--- src/sph_pkg.sv ---
package sph_pkg;

  localparam int DETECTORS  = 12;
  localparam int STRIPS     = 4;
  localparam int SECTORS    = 4;
  localparam int BINS       = 1024;
  localparam int ADC_BITS   = 16;

  localparam int CHANNELS   = DETECTORS * STRIPS * SECTORS;
  localparam int PEDS       = DETECTORS * STRIPS * 2;
  localparam int CH_W       = $clog2(CHANNELS);
  localparam int PED_W      = $clog2(PEDS);
  localparam int BIN_W      = $clog2(BINS);
  localparam int HIST_DEPTH = CHANNELS * BINS;
  localparam int HIST_AW    = $clog2(HIST_DEPTH);
  localparam int BIN_OUT_W  = 10;

  localparam logic [15:0] ADC_MASK = 16'((32'd1 << ADC_BITS) - 1);

  // Datapath widths.
  localparam int R4_W   = 22;
  localparam int PR_W   = 39;
  localparam int SUM_W  = 41;
  localparam int E_W    = 27;
  localparam int EN_W   = 60;
  localparam int NUM_W  = 58;
  localparam int QM_W   = 17;
  localparam int QV_W   = 19;
  localparam int DCNT_W = $clog2(QM_W);
  localparam int BP_W   = 16 + $clog2(BINS + 1);

  typedef enum logic [2:0] {
    CMD_HIT   = 3'd0,
    CMD_PED   = 3'd1,
    CMD_GAIN  = 3'd2,
    CMD_SLOPE = 3'd3,
    CMD_ICPT  = 3'd4,
    CMD_READ  = 3'd5,
    CMD_CLEAR = 3'd6,
    CMD_NOP   = 3'd7
  } cmd_t;

  typedef enum logic [2:0] {
    STS_FILLED  = 3'd0,
    STS_SKIPPED = 3'd1,
    STS_UNDER   = 3'd2,
    STS_OVER    = 3'd3,
    STS_ZERO    = 3'd4,
    STS_WRITTEN = 3'd5,
    STS_READ    = 3'd6
  } sts_code_t;

  typedef enum logic [3:0] {
    S_RCLR, S_IDLE, S_DEC, S_MUL1, S_RND, S_MUL2, S_ADD, S_PREP,
    S_DIVI, S_DIV, S_FIN, S_CRD, S_CWR, S_BRD, S_CLR, S_DONE
  } state_t;

  typedef struct packed {
    logic latch;
    logic tbl_wr;
    logic clr_init;
    logic clr_step;
    logic div_init;
    logic div_step;
    logic fin;
    logic bin_rd;
    logic cnt_wr;
    logic emit;
  } ctl_t;

  typedef struct packed {
    cmd_t op;
    logic ok;
    logic counted;
    logic div_last;
    logic clr_last;
  } stat_t;

  function automatic logic [31:0] sat_inc(input logic [31:0] v);
    return (v == 32'hFFFF_FFFF) ? v : v + 32'd1;
  endfunction

endpackage

--- src/sph_ctrl.sv ---
module sph_ctrl import sph_pkg::*; (
  input  logic  clk,
  input  logic  rst,
  input  logic  start,
  input  stat_t st,
  output ctl_t  ctl,
  output logic  busy
);

  state_t state, state_next;

  always_ff @(posedge clk) begin
    if (rst) begin
      state <= S_RCLR;
    end else begin
      state <= state_next;
    end
  end

  always_comb begin
    state_next = state;
    case (state)
      S_RCLR: if (st.clr_last) state_next = S_IDLE;
      S_IDLE: if (start) state_next = S_DEC;
      S_DEC: begin
        case (st.op)
          CMD_HIT:   state_next = st.ok ? S_MUL1 : S_DONE;
          CMD_READ:  state_next = S_BRD;
          CMD_CLEAR: state_next = S_CLR;
          default:   state_next = S_DONE;
        endcase
      end
      S_MUL1: state_next = S_RND;
      S_RND:  state_next = S_MUL2;
      S_MUL2: state_next = S_ADD;
      S_ADD:  state_next = S_PREP;
      S_PREP: state_next = S_DIVI;
      S_DIVI: state_next = S_DIV;
      S_DIV:  if (st.div_last) state_next = S_FIN;
      S_FIN:  state_next = S_CRD;
      S_CRD:  state_next = st.counted ? S_CWR : S_DONE;
      S_CWR:  state_next = S_IDLE;
      S_BRD:  state_next = S_IDLE;
      S_CLR:  if (st.clr_last) state_next = S_DONE;
      S_DONE: state_next = S_IDLE;
      default: state_next = S_IDLE;
    endcase
  end

  always_comb begin
    ctl = '0;
    case (state)
      S_IDLE: ctl.latch = start;
      S_DEC: begin
        ctl.tbl_wr   = 1'b1;
        ctl.clr_init = 1'b1;
        ctl.bin_rd   = 1'b1;
      end
      S_DIVI: ctl.div_init = 1'b1;
      S_DIV:  ctl.div_step = 1'b1;
      S_FIN:  ctl.fin = 1'b1;
      S_RCLR, S_CLR: ctl.clr_step = 1'b1;
      S_CWR: begin
        ctl.cnt_wr = 1'b1;
        ctl.emit   = 1'b1;
      end
      S_BRD, S_DONE: ctl.emit = 1'b1;
      default: ctl = '0;
    endcase
  end

  assign busy = (state != S_IDLE);

endmodule

--- config.mk ---
export PLATFORM = sky130hd
export DESIGN_NAME = sph_ctrl
export DESIGN_NICKNAME = d
export VERILOG_FILES = /design/src/sph_pkg.sv /design/src/sph_ctrl.sv
export SDC_FILE = /design/constraint.sdc
export NUM_CORES = 1
export LEC_CHECK = 0
export BUFFER_PORTS_ARGS = -buffer_cell sky130_fd_sc_hd__buf_2
export CAP_MARGIN = 0
export CORE_AREA = 2 2 39 41
export DETAILED_ROUTE_END_ITERATION = 16
export DIE_AREA = 0 0 41 43
export PLACE_DENSITY = 0.65
export SETUP_SLACK_MARGIN = 0.15
export SLEW_MARGIN = 5
export SYNTH_ARGS = -nofsm -noshare
export SYNTH_HDL_FRONTEND = slang
export SYNTH_SLANG_ARGS = --single-unit
--- constraint.sdc ---
create_clock -name clk -period 3.4 [get_ports clk]
set_input_delay 0.51 -clock clk [delete_from_list [all_inputs] [get_ports clk]]
set_output_delay 0.51 -clock clk [all_outputs]
set_load 0.01 [all_outputs]
==> metrics.cfg, run 1 <==
[route]
viasPerCell = 5.06
drt_iter0_drc = 5
vias = 486
drtAntennaViolNets = 0
dr.pass1.iters = 4
wl_per_cell_um = 10.1
drt-total-wl_um = 965
drc = 0

[die]
die_area_mm2 = 0.00176
die_h_um = 43
num_rows = 14
die_w_um = 41
core_mm2 = 0.00138
ios = 21
floorplan.initialDensity_pct = 30.1

[setup_path]
start_kind = flop
critPathArrivalTime_ns = 1.38
crit_path_end_kind = output pin
regToRegStartpoint = state[2]
cp.required_ns = 2.89
worstSetupStartpoint = state[2]
r2r_setup_slack_ns = 1.99
worstSetupPathType = reg -> out
critical_path.max_fanout = 17

[logic_synthesis]
synth-seq-cells = 4
syn_nets = 73
async_reset_ff_share_pct = 0
synth_top_area_cell = dfxtp_1
synthTopCellsByCount = 8 x nor2_1, 7 x a21oi_1, 4 x dfxtp_1, 4 x nand2b_1, 4 x o21ai_0
ys_seq_area_share_pct = 19.2
synth_top_area_share_pct = 19.2
yosysMostFrequentCell = nor2_1
ys.flop_type = dfxtp_1
synthTopCellsByArea = dfxtp_1 19%, a21oi_1 8.4%, nor2_1 7.2%
synth.distinct_cells = 28
ys_warn_count = 0
synth_area_um2 = 417
synth_edf_count = 0
synthCells = 63
syn_avg_cell_area_um2 = 6.61

[run_status]
status = completed

[sta]
rsz0062_at_grt = no
max_slew.worst_pin.slew_ns = 0.466
fin_crit_sh_pct = 55.7
fin_skew_ns = 0.00320
max_freq_ghz = 0.528
slew_violations = 0
slew_headroom_pct = 68.9
hold_violations = 0
min_period_ns = 1.89
tns_ns = 0
setup_violations = 0

[clock_tree]
cts_tree = yes
clock_latency_ns = 0.23
holdBufCountCts = 0
path_clk_slew_ns = 0.04
cts_buffers = 3
cts_root_buffer = clkbuf_4
cts_resized = 0
cts_post_setup_buffers_inserted = 0
cts.sinks = 4
cts_buffer_depth = 2
htree_levels = 1

[grt]
grt_antenna_before_repair = 0
grt_overflow = 0
grt_usage_pct = 13.2
grt_max_degree = 18
grt_pass1_vias = 418
grt_pass1_wl_mm = 1.63

[min_path]
hold_class = in -> reg
min_from = rst

[pwr]
power.density_mw_per_mm2 = 335
vdd_ir_drop_max_uv = 186
p_total_uw = 175
p_leak_nw = 0.240

[placement]
gp_congestion = 0.687
io_buffer_count = 20
dp_hpwl_um = 706

[finish]
drive_gt1_share_pct = 30.0
largest_reg_flops = 4
antennaDiodeCount = 0
finalNetCount = 92
area_growth_pct = 25.2
top_regs = state x4
regMostFlops = state

[run]
cap_violations = 0

==> worst paths after layout <==
| kind | end | cells past startpoint |
|---|---|---|
| setup / recovery | ctl[6] | 3 |
| hold / removal | state[2] | 2 |
| setup reg to reg | state[0] | 4 |
| hold reg to reg | state[3] | 2 |
==> cell type report <==
| class | instances | area, um2 |
|---|---|---|
| Multi-Input combinational cell | 50 | 288 |
| Clock buffer | 3 | 22.5 |
| Fill cell | 159 | 862 |
| Timing Repair Buffer | 20 | 100 |
| Inverter | 3 | 11.3 |
| Tap cell | 16 | 20.0 |
| Sequential cell | 4 | 80.1 |
==> critical path, stage by stage, from the launching register on <==
cell and delay, ns:
dfxtp_1 0.44, or3_1 0.41, a21oi_2 0.16, buf_2 0.15
==> power breakdown <==
group | total, mW | internal [mW] | switching, mW
registers | 0.0649 | 0.0511 | 0.0138
logic | 0.0524 | 0.0269 | 0.0255
clock network | 0.0573 | 0.0394 | 0.0179
total | 0.175 | 0.117 | 0.0572
==> placed cells by master, fill, tap and decap left out <==
| cell type | n |
|---|---|
| nand2b_1 | 4 |
| nand2_1 | 3 |
| and4b_1 | 1 |
| dfxtp_1 | 4 |
| a21oi_1 | 7 |
| nor2_1 | 8 |
| or3_1 | 1 |
| nor3b_1 | 1 |
| and2b_1 | 1 |
| o21ai_1 | 1 |
| and3_1 | 1 |
| o22ai_1 | 1 |
| buf_2 | 20 |
| nor4b_1 | 1 |
| or2_1 | 1 |
| o21a_1 | 1 |
| a21o_1 | 1 |
| inv_1 | 3 |
| a32oi_1 | 1 |
| nand4b_1 | 2 |
| nor3_1 | 3 |
| nand3_1 | 2 |
| nor2b_1 | 2 |
| o31ai_1 | 1 |
| nand3b_1 | 1 |
| o21ai_0 | 4 |
| clkbuf_4 | 3 |
| a21oi_2 | 1 |
==> cells by family after synthesis <==
| family | after synthesis | share of synthesized area [%] |
|---|---|---|
| simple gates | 32 | 43.5 |
| buf+inv | 9 | 11.7 |
| compound gates | 18 | 25.5 |
| flops | 4 | 19.2 |
==> layer usage <==
metal  share of wire, %  global-route usage (%)  routed length, um
met5                  0                       0                  0
met4                  0                    8.00                  0
met2                 48                    21.6                463
met3                5.7                    1.57                 55
met1                 46                    15.3                446
==> metrics by stage <==
stage / worst slack (ns) / hold WS, ns / instances / area (um2) / util [%]
global route: 1.34 / 0.508 / 96 / 522 / 37.7
global placement: 1.75 / 0.642 / 93 / 499 / 36.1
finish: 1.51 / 0.486 / 96 / 522 / 37.7
CTS: 1.48 / 0.479 / 96 / 522 / 37.7
floorplan: 1.67 / 0.579 / 63 / 417 / -
detailed placement: 1.74 / 0.644 / 93 / 499 / 36.1
No activity file was read; power rests on OpenSTA's default activity.
==> inputs of run 2 (changes only) <==
Clock period 3.4 ns to 1.9 ns, I/O delays scaled along.
==> run 2 against run 1 <==
Compared with the run above:
- die area is the same
- clock power grew 80%
- register-to-register slack lost 1.4 ns
- critical path type unchanged
- via count is the same
- largest cell class unchanged
==> metrics.cfg, run 2 (synthesized netlist as in run 1, its figures left out) <==
[run_status]
status = completed  ; unchanged

[finish]
fin_util_pct = 38.3  ; was 37.7%
final_common_cell = buf_2  ; unchanged
regMostFlops = state  ; unchanged
fill_cells = 157  ; was 159
largest_reg_flops = 4  ; unchanged
final_cell_area_um2 = 531  ; was 522 um2
layout_common_cells = 20 x buf_2, 8 x nor2_1, 7 x a21oi_1  ; unchanged
top_regs = state x4  ; unchanged
drive_gt1_share_pct = 35.0  ; was 30.0%
antennaDiodeCount = 0  ; unchanged
finalNetCount = 92  ; unchanged
area_growth_pct = 27.3  ; was 25.2%

[route]
vias = 486  ; unchanged
drc = 0  ; unchanged
wl_per_cell_um = 10.2  ; was 10.1 um
drtAntennaViolNets = 0  ; unchanged
viasPerCell = 5.06  ; unchanged
drt-total-wl_um = 980  ; was 965 um
drt_iter0_drc = 5  ; unchanged
dr.pass1.iters = 4  ; unchanged

[sta]
slew_violations = 0  ; unchanged
hold_violations = 0  ; unchanged
fin_crit_sh_pct = 83.8
setup_violations = 0  ; unchanged
tns_ns = 0  ; unchanged
slew_headroom_pct = 68.8  ; was 68.9%
min_period_ns = 1.59
rsz0062_at_grt = no  ; unchanged
fin_ws_ns = 0.307  ; was 1.51 ns
max_slew.worst_pin.slew_ns = 0.468  ; was 0.466 ns
max_freq_ghz = 0.628
fin_skew_ns = 0.00317  ; was 0.00320 ns

[die]
core_mm2 = 0.00138  ; unchanged
num_rows = 14  ; unchanged
die_area_mm2 = 0.00176  ; unchanged
die_w_um = 41  ; unchanged
die_h_um = 43  ; unchanged
floorplan.initialDensity_pct = 30.1  ; unchanged
ios = 21  ; unchanged

[pwr]
p_leak_nw = 0.245  ; was 0.240 nW
power.density_mw_per_mm2 = 593  ; was 335 mW/mm2
vdd_ir_drop_max_uv = 336  ; was 186 uV

[setup_path]
slowest_delay_ns = 0.40  ; was 0.44 ns
crit_buf_inv = 1  ; unchanged
slowest_stage = or3_1  ; was dfxtp_1
cp_cell_sequence = or3_1 -> a21oi_2 -> buf_2  ; unchanged
critical_path.max_fanout = 14  ; was 17
critPathArrivalTime_ns = 1.31  ; was 1.38 ns
cp_top_family = simple AND/OR/NAND/NOR gates  ; was flip-flops
cp.required_ns = 1.62  ; was 2.89 ns
crit_path_end_kind = output pin  ; unchanged
start_kind = flop  ; unchanged
worstSetupPathType = reg -> out  ; unchanged

[clock_tree]
cts_root_buffer = clkbuf_4  ; unchanged
path_clk_slew_ns = 0.04  ; about the same
cts_buffer_depth = 2  ; unchanged
cts_resized = 0  ; unchanged
cts_post_setup_buffers_inserted = 0  ; unchanged
cts.sinks = 4  ; unchanged
cts_buffers = 3  ; unchanged
holdBufCountCts = 0  ; unchanged
clock_latency_ns = 0.23  ; about the same
htree_levels = 1  ; unchanged
cts_tree = yes  ; unchanged

[grt]
grt_pass1_wl_mm = 1.63  ; unchanged
grt_antenna_before_repair = 0  ; unchanged
grt_usage_pct = 13.2  ; unchanged
grt_max_degree = 18  ; unchanged
grt_pass1_vias = 418  ; unchanged
grt_overflow = 0  ; unchanged

[placement]
dp_worst_setup_slack_ns = 0.462  ; was 1.74 ns
io_buffer_count = 20  ; unchanged
place_area_um2 = 499  ; unchanged
dp_hpwl_um = 706  ; unchanged
gp_congestion = 0.687  ; about the same

[min_path]
hold_class = in -> reg  ; unchanged

[run]
cap_violations = 0  ; unchanged

-- run 2: report_power, final --
| group | total [mW] | switching [mW] | internal (mW) |
|---|---|---|---|
| logic | 0.0943 | 0.0460 | 0.0484 |
| registers | 0.117 | 0.0253 | 0.0922 |
| clock network | 0.103 | 0.0324 | 0.0705 |
-- run 2: path summary, 6_finish.rpt --
path / startpoint / end / slack [ns] / cells past startpoint
max: state[1] / ctl[6] / 0.31 / 3
max reg2reg: state[0] / state[0] / 0.60 / 4
min reg2reg: state[1] / state[3] / 0.56 / 2
min: rst / state[3] / 0.26 / 2
-- run 2: stage by stage --
step	power [mW]	std cells	hold WS (ns)
3_3_place_gp	0.211	93	0.503
6_report	0.315	96	0.255
5_1_grt	0.342	96	0.275
3_5_place_dp	0.212	93	0.503
2_1_floorplan	0.181	63	0.354
4_1_cts	0.321	96	0.254
-- run 2: layout make-up --
cell class                 instances  area (um2)  share of cell area (%)
clock buffer                       3        22.5                    4.25
multi-input combinational         50         293                    55.2
inverter                           3        11.3                    2.12
tap                               16        20.0                    3.77
sequential                         4        83.8                    15.8
timing repair buffer              20         100                    18.9
-- run 2: layer usage --
| metal | GRT usage (%) | vias to the layer above | wire length (um) |
|---|---|---|---|
| met2 | 21.6 | 14 | 484 |
| met1 | 15.3 | 216 | 441 |
| met4 | 8.00 | 0 | 0 |
| li1 | - | 256 | - |
| met5 | 0 | - | 0 |
| met3 | 1.57 | 0 | 54 |
==> inputs of run 3 (changes only) <==
Settings changed: ABC_AREA set to 1, PLACE_DENSITY 0.65 to 0.69.
Clock period 1.9 ns to 1.46 ns, I/O delays scaled along.
==> run 3 against run 2 <==
Compared with the run above:
- synthesized area rose by 4.5%
- via count is 18% higher
- first-iteration DRC count grew to 3.0 times the previous value
- non-clock buffer count grew 3
- critical endpoint is now ctl[8]
==> metrics.cfg, run 3 <==
[clock_tree]
cts_tree = yes  ; unchanged
path_clk_slew_ns = 0.04  ; about the same
cts.sinks = 4  ; unchanged
htree_levels = 1  ; unchanged
cts_root_buffer = clkbuf_4  ; unchanged
cts_buffer_depth = 2  ; unchanged
clock_latency_ns = 0.24  ; was 0.23 ns
cts_buffers = 3  ; unchanged

[setup_path]
worstSetupPathType = reg -> out  ; unchanged
crit_buf_inv = 2  ; was 1
crit_path_end_kind = output pin  ; unchanged
r2r_setup_slack_ns = 0.25  ; was 0.60 ns
r2r_end = state[1]  ; was state[0]
worst_path_most_repeated_cell = nor2_4
start_kind = flop  ; unchanged
cp_top_family = flip-flops  ; was simple AND/OR/NAND/NOR gates
worstSetupStartpoint = state[3]  ; was state[1]
regToRegStartpoint = state[0]  ; unchanged
slowest_delay_ns = 0.36  ; was 0.40 ns
critical_path.max_fanout = 5  ; was 14
critPathArrivalTime_ns = 1.10  ; was 1.31 ns
worstRegToRegCells = 7  ; was 4
slowest_stage = dfxtp_4  ; was or3_1
cp.required_ns = 1.24  ; was 1.62 ns
cp_cell_sequence = nor2_4 -> inv_2 -> nor2_4 -> buf_2  ; was or3_1 -> a21oi_2 -> buf_2

[finish]
layout_common_cells = 20 x buf_2, 19 x nand2_1, 15 x nor2_1  ; was 20 x buf_2, 8 x nor2_1, 7 x a21oi_1
fin_util_pct = 45.2  ; was 38.3%
final_cell_area_um2 = 626  ; was 531 um2
antennaDiodeCount = 0  ; unchanged
top_regs = state x4  ; unchanged
final_common_cell = buf_2  ; unchanged
largest_reg_flops = 4  ; unchanged
finalNetCount = 118  ; was 92
drive_gt1_share_pct = 41.5  ; was 35.0%
regMostFlops = state  ; unchanged
area_growth_pct = 43.7  ; was 27.3%

[grt]
grt_max_degree = 7  ; was 18
grt_overflow = 0  ; unchanged
grt_antenna_before_repair = 0  ; unchanged
grt_pass1_vias = 485  ; was 418
grt_pass1_wl_mm = 1.76  ; was 1.63 mm
grt_usage_pct = 14.5  ; was 13.2%

[min_path]
worst_hold_path.endpoint = state[1]  ; was state[3]
hold_class = in -> reg  ; unchanged
min_from = rst  ; unchanged
whs_path_depth = 2  ; unchanged

[sta]
hold_violations = 0  ; unchanged
max_freq_ghz = 0.757
setup_violations = 0  ; unchanged
tns_ns = 0  ; unchanged
slew_headroom_pct = 88.5  ; was 68.8%
fin_skew_ns = 0.00337  ; was 0.00317 ns
rsz0062_at_grt = yes  ; was no
max_slew.worst_pin.slew_ns = 0.172  ; was 0.468 ns
fin_crit_sh_pct = 90.5
min_period_ns = 1.32
slew_violations = 0  ; unchanged

[pwr]
power.density_mw_per_mm2 = 2050  ; was 593 mW/mm2
internal-power_uw = 611  ; was 211 uW
combPwrFrac_pct = 67.8  ; was 30.0%
seqPwrFrac_pct = 21.3  ; was 37.3%
p_total_mw = 1.28  ; was 315 uW
vdd_ir_drop_max_uv = 765  ; was 336 uV
net-switching-power_uw = 671  ; was 104 uW
p_clk_share_pct = 10.9  ; was 32.7%
p_leak_nw = 0.360  ; was 0.245 nW
switching_share_pct = 52.4  ; was 32.9%

[die]
core_mm2 = 0.00138  ; unchanged
floorplan.initialDensity_pct = 31.5  ; was 30.1%
die_h_um = 43  ; unchanged
ios = 21  ; unchanged
die_w_um = 41  ; unchanged
num_rows = 14  ; unchanged
die_area_mm2 = 0.00176  ; unchanged

[logic_synthesis]
ys_warn_count = 0  ; unchanged
synthTopCellsByArea = dfxtp_1 18%, nand2_1 17%, nor2_1 16%  ; was dfxtp_1 19%, a21oi_1 8.4%, nor2_1 7.2%
synthCells = 82  ; was 63
synth_top_area_share_pct = 18.4  ; was 19.2%
ys_seq_area_share_pct = 18.4  ; was 19.2%
synth_top_area_cell = dfxtp_1  ; unchanged
synth-seq-cells = 4  ; unchanged
async_reset_ff_share_pct = 0  ; unchanged
synth.distinct_cells = 18  ; was 28
ys.flop_type = dfxtp_1  ; unchanged
syn_avg_cell_area_um2 = 5.31  ; was 6.61 um2
yosysMostFrequentCell = nand2_1  ; was nor2_1
synth_edf_count = 0  ; unchanged
synthTopCellsByCount = 20 x nand2_1, 18 x nor2_1, 11 x inv_1, 7 x nand3_1  ; was 8 x nor2_1, 7 x a21oi_1, 4 x dfxtp_1, 4 x nand2b_1, 4 x o21ai_0
syn_nets = 92  ; was 73
synth_area_um2 = 435  ; was 417 um2

[placement]
dp_hpwl_um = 889  ; was 706 um
io_buffer_count = 20  ; unchanged
gp_congestion = 0.792  ; was 0.687
place_area_um2 = 541  ; was 499 um2

[route]
drc = 0  ; unchanged
viasPerCell = 4.70  ; was 5.06
wl_per_cell_um = 9.55  ; was 10.2 um
vias = 574  ; was 486
drtAntennaViolNets = 0  ; unchanged
drt-total-wl_mm = 1.17  ; was 980 um
drt_iter0_drc = 15  ; was 5
dr.pass1.iters = 4  ; unchanged

[run]
cap_violations = 0  ; unchanged

[run_status]
status = completed  ; unchanged

run 3: cell types whose count changed in the layout (fill, tap and decap cells not counted), moves of 3 or more:
cell	previous run	this run
nand2_1	3	19
o21ai_0	4	1
buf_4	0	3
nor2_4	0	5
dfxtp_4	0	3
nor2_1	8	15
nand2b_1	4	0
inv_1	3	11
inv_2	0	3
nand3_1	2	7
a21oi_1	7	3
run 3: area by class of cell:
type | instances | area (um2)
fill | 169 | 758
sequential | 4 | 92.6
clock buffer | 3 | 22.5
tap | 16 | 20.0
inverter | 15 | 58.8
timing repair buffer | 23 | 123
multi-input combinational | 61 | 309
run 3: logic make-up (layout without fill, tap and decap cells):
group / Yosys count / count (layout) / share of synthesized area [%]
buffers and inverters: 17 / 41 / 16.4
AO/OA/AOI/OAI: 8 / 8 / 10.9
AND/OR/NAND/NOR: 53 / 53 / 54.3
flip-flops: 4 / 4 / 18.4
run 3: worst max-delay path by stage:
stage / end / slack (ns) / cells after the start
floorplan: ctl[7] / 0.35 / 4
global placement: state[0] / 0.20 / 7
detailed placement: state[1] / 0.23 / 6
CTS: ctl[9] / 0.14 / 5
global route: ctl[8] / 0.07 / 4
finish: ctl[8] / 0.14 / 4
run 3: stage by stage:
stage,setup slack [ns],instances,hold WS [ns]
finish,0.139,122,0.170
global route,0.0689,122,0.177
CTS,0.145,122,0.169
detailed placement,0.226,116,0.433
global placement,0.203,116,0.422
floorplan,0.347,82,0.288
run 3: what timing repair did:
action                     in CTS  in global routing
pin swaps                       3                  2
gates resized for setup         8                  7
setup buffers                   3                  0
setup endpoints to repair      10                 12
hold buffers                    0                  0
run 3: power by group through the flow:
stage | logic (mW) | clock network (mW) | registers [mW]
after floorplan | 0.589 | 0 | 0.216
after global placement | 0.770 | 0 | 0.223
after detailed placement | 0.762 | 0 | 0.228
after CTS | 0.831 | 0.147 | 0.251
after global routing | 0.985 | 0.149 | 0.285
final | 0.870 | 0.139 | 0.273
run 3: metal layers:
| metal | vias to the layer above | GRT usage (%) | wire length [um] |
|---|---|---|---|
| met2 | 19 | 22.8 | 595 |
| li1 | 302 | - | - |
| met1 | 251 | 17.3 | 494 |
| met4 | 0 | 10.0 | 20 |
| met3 | 2 | 1.57 | 55 |
| met5 | - | 0 | 0 |
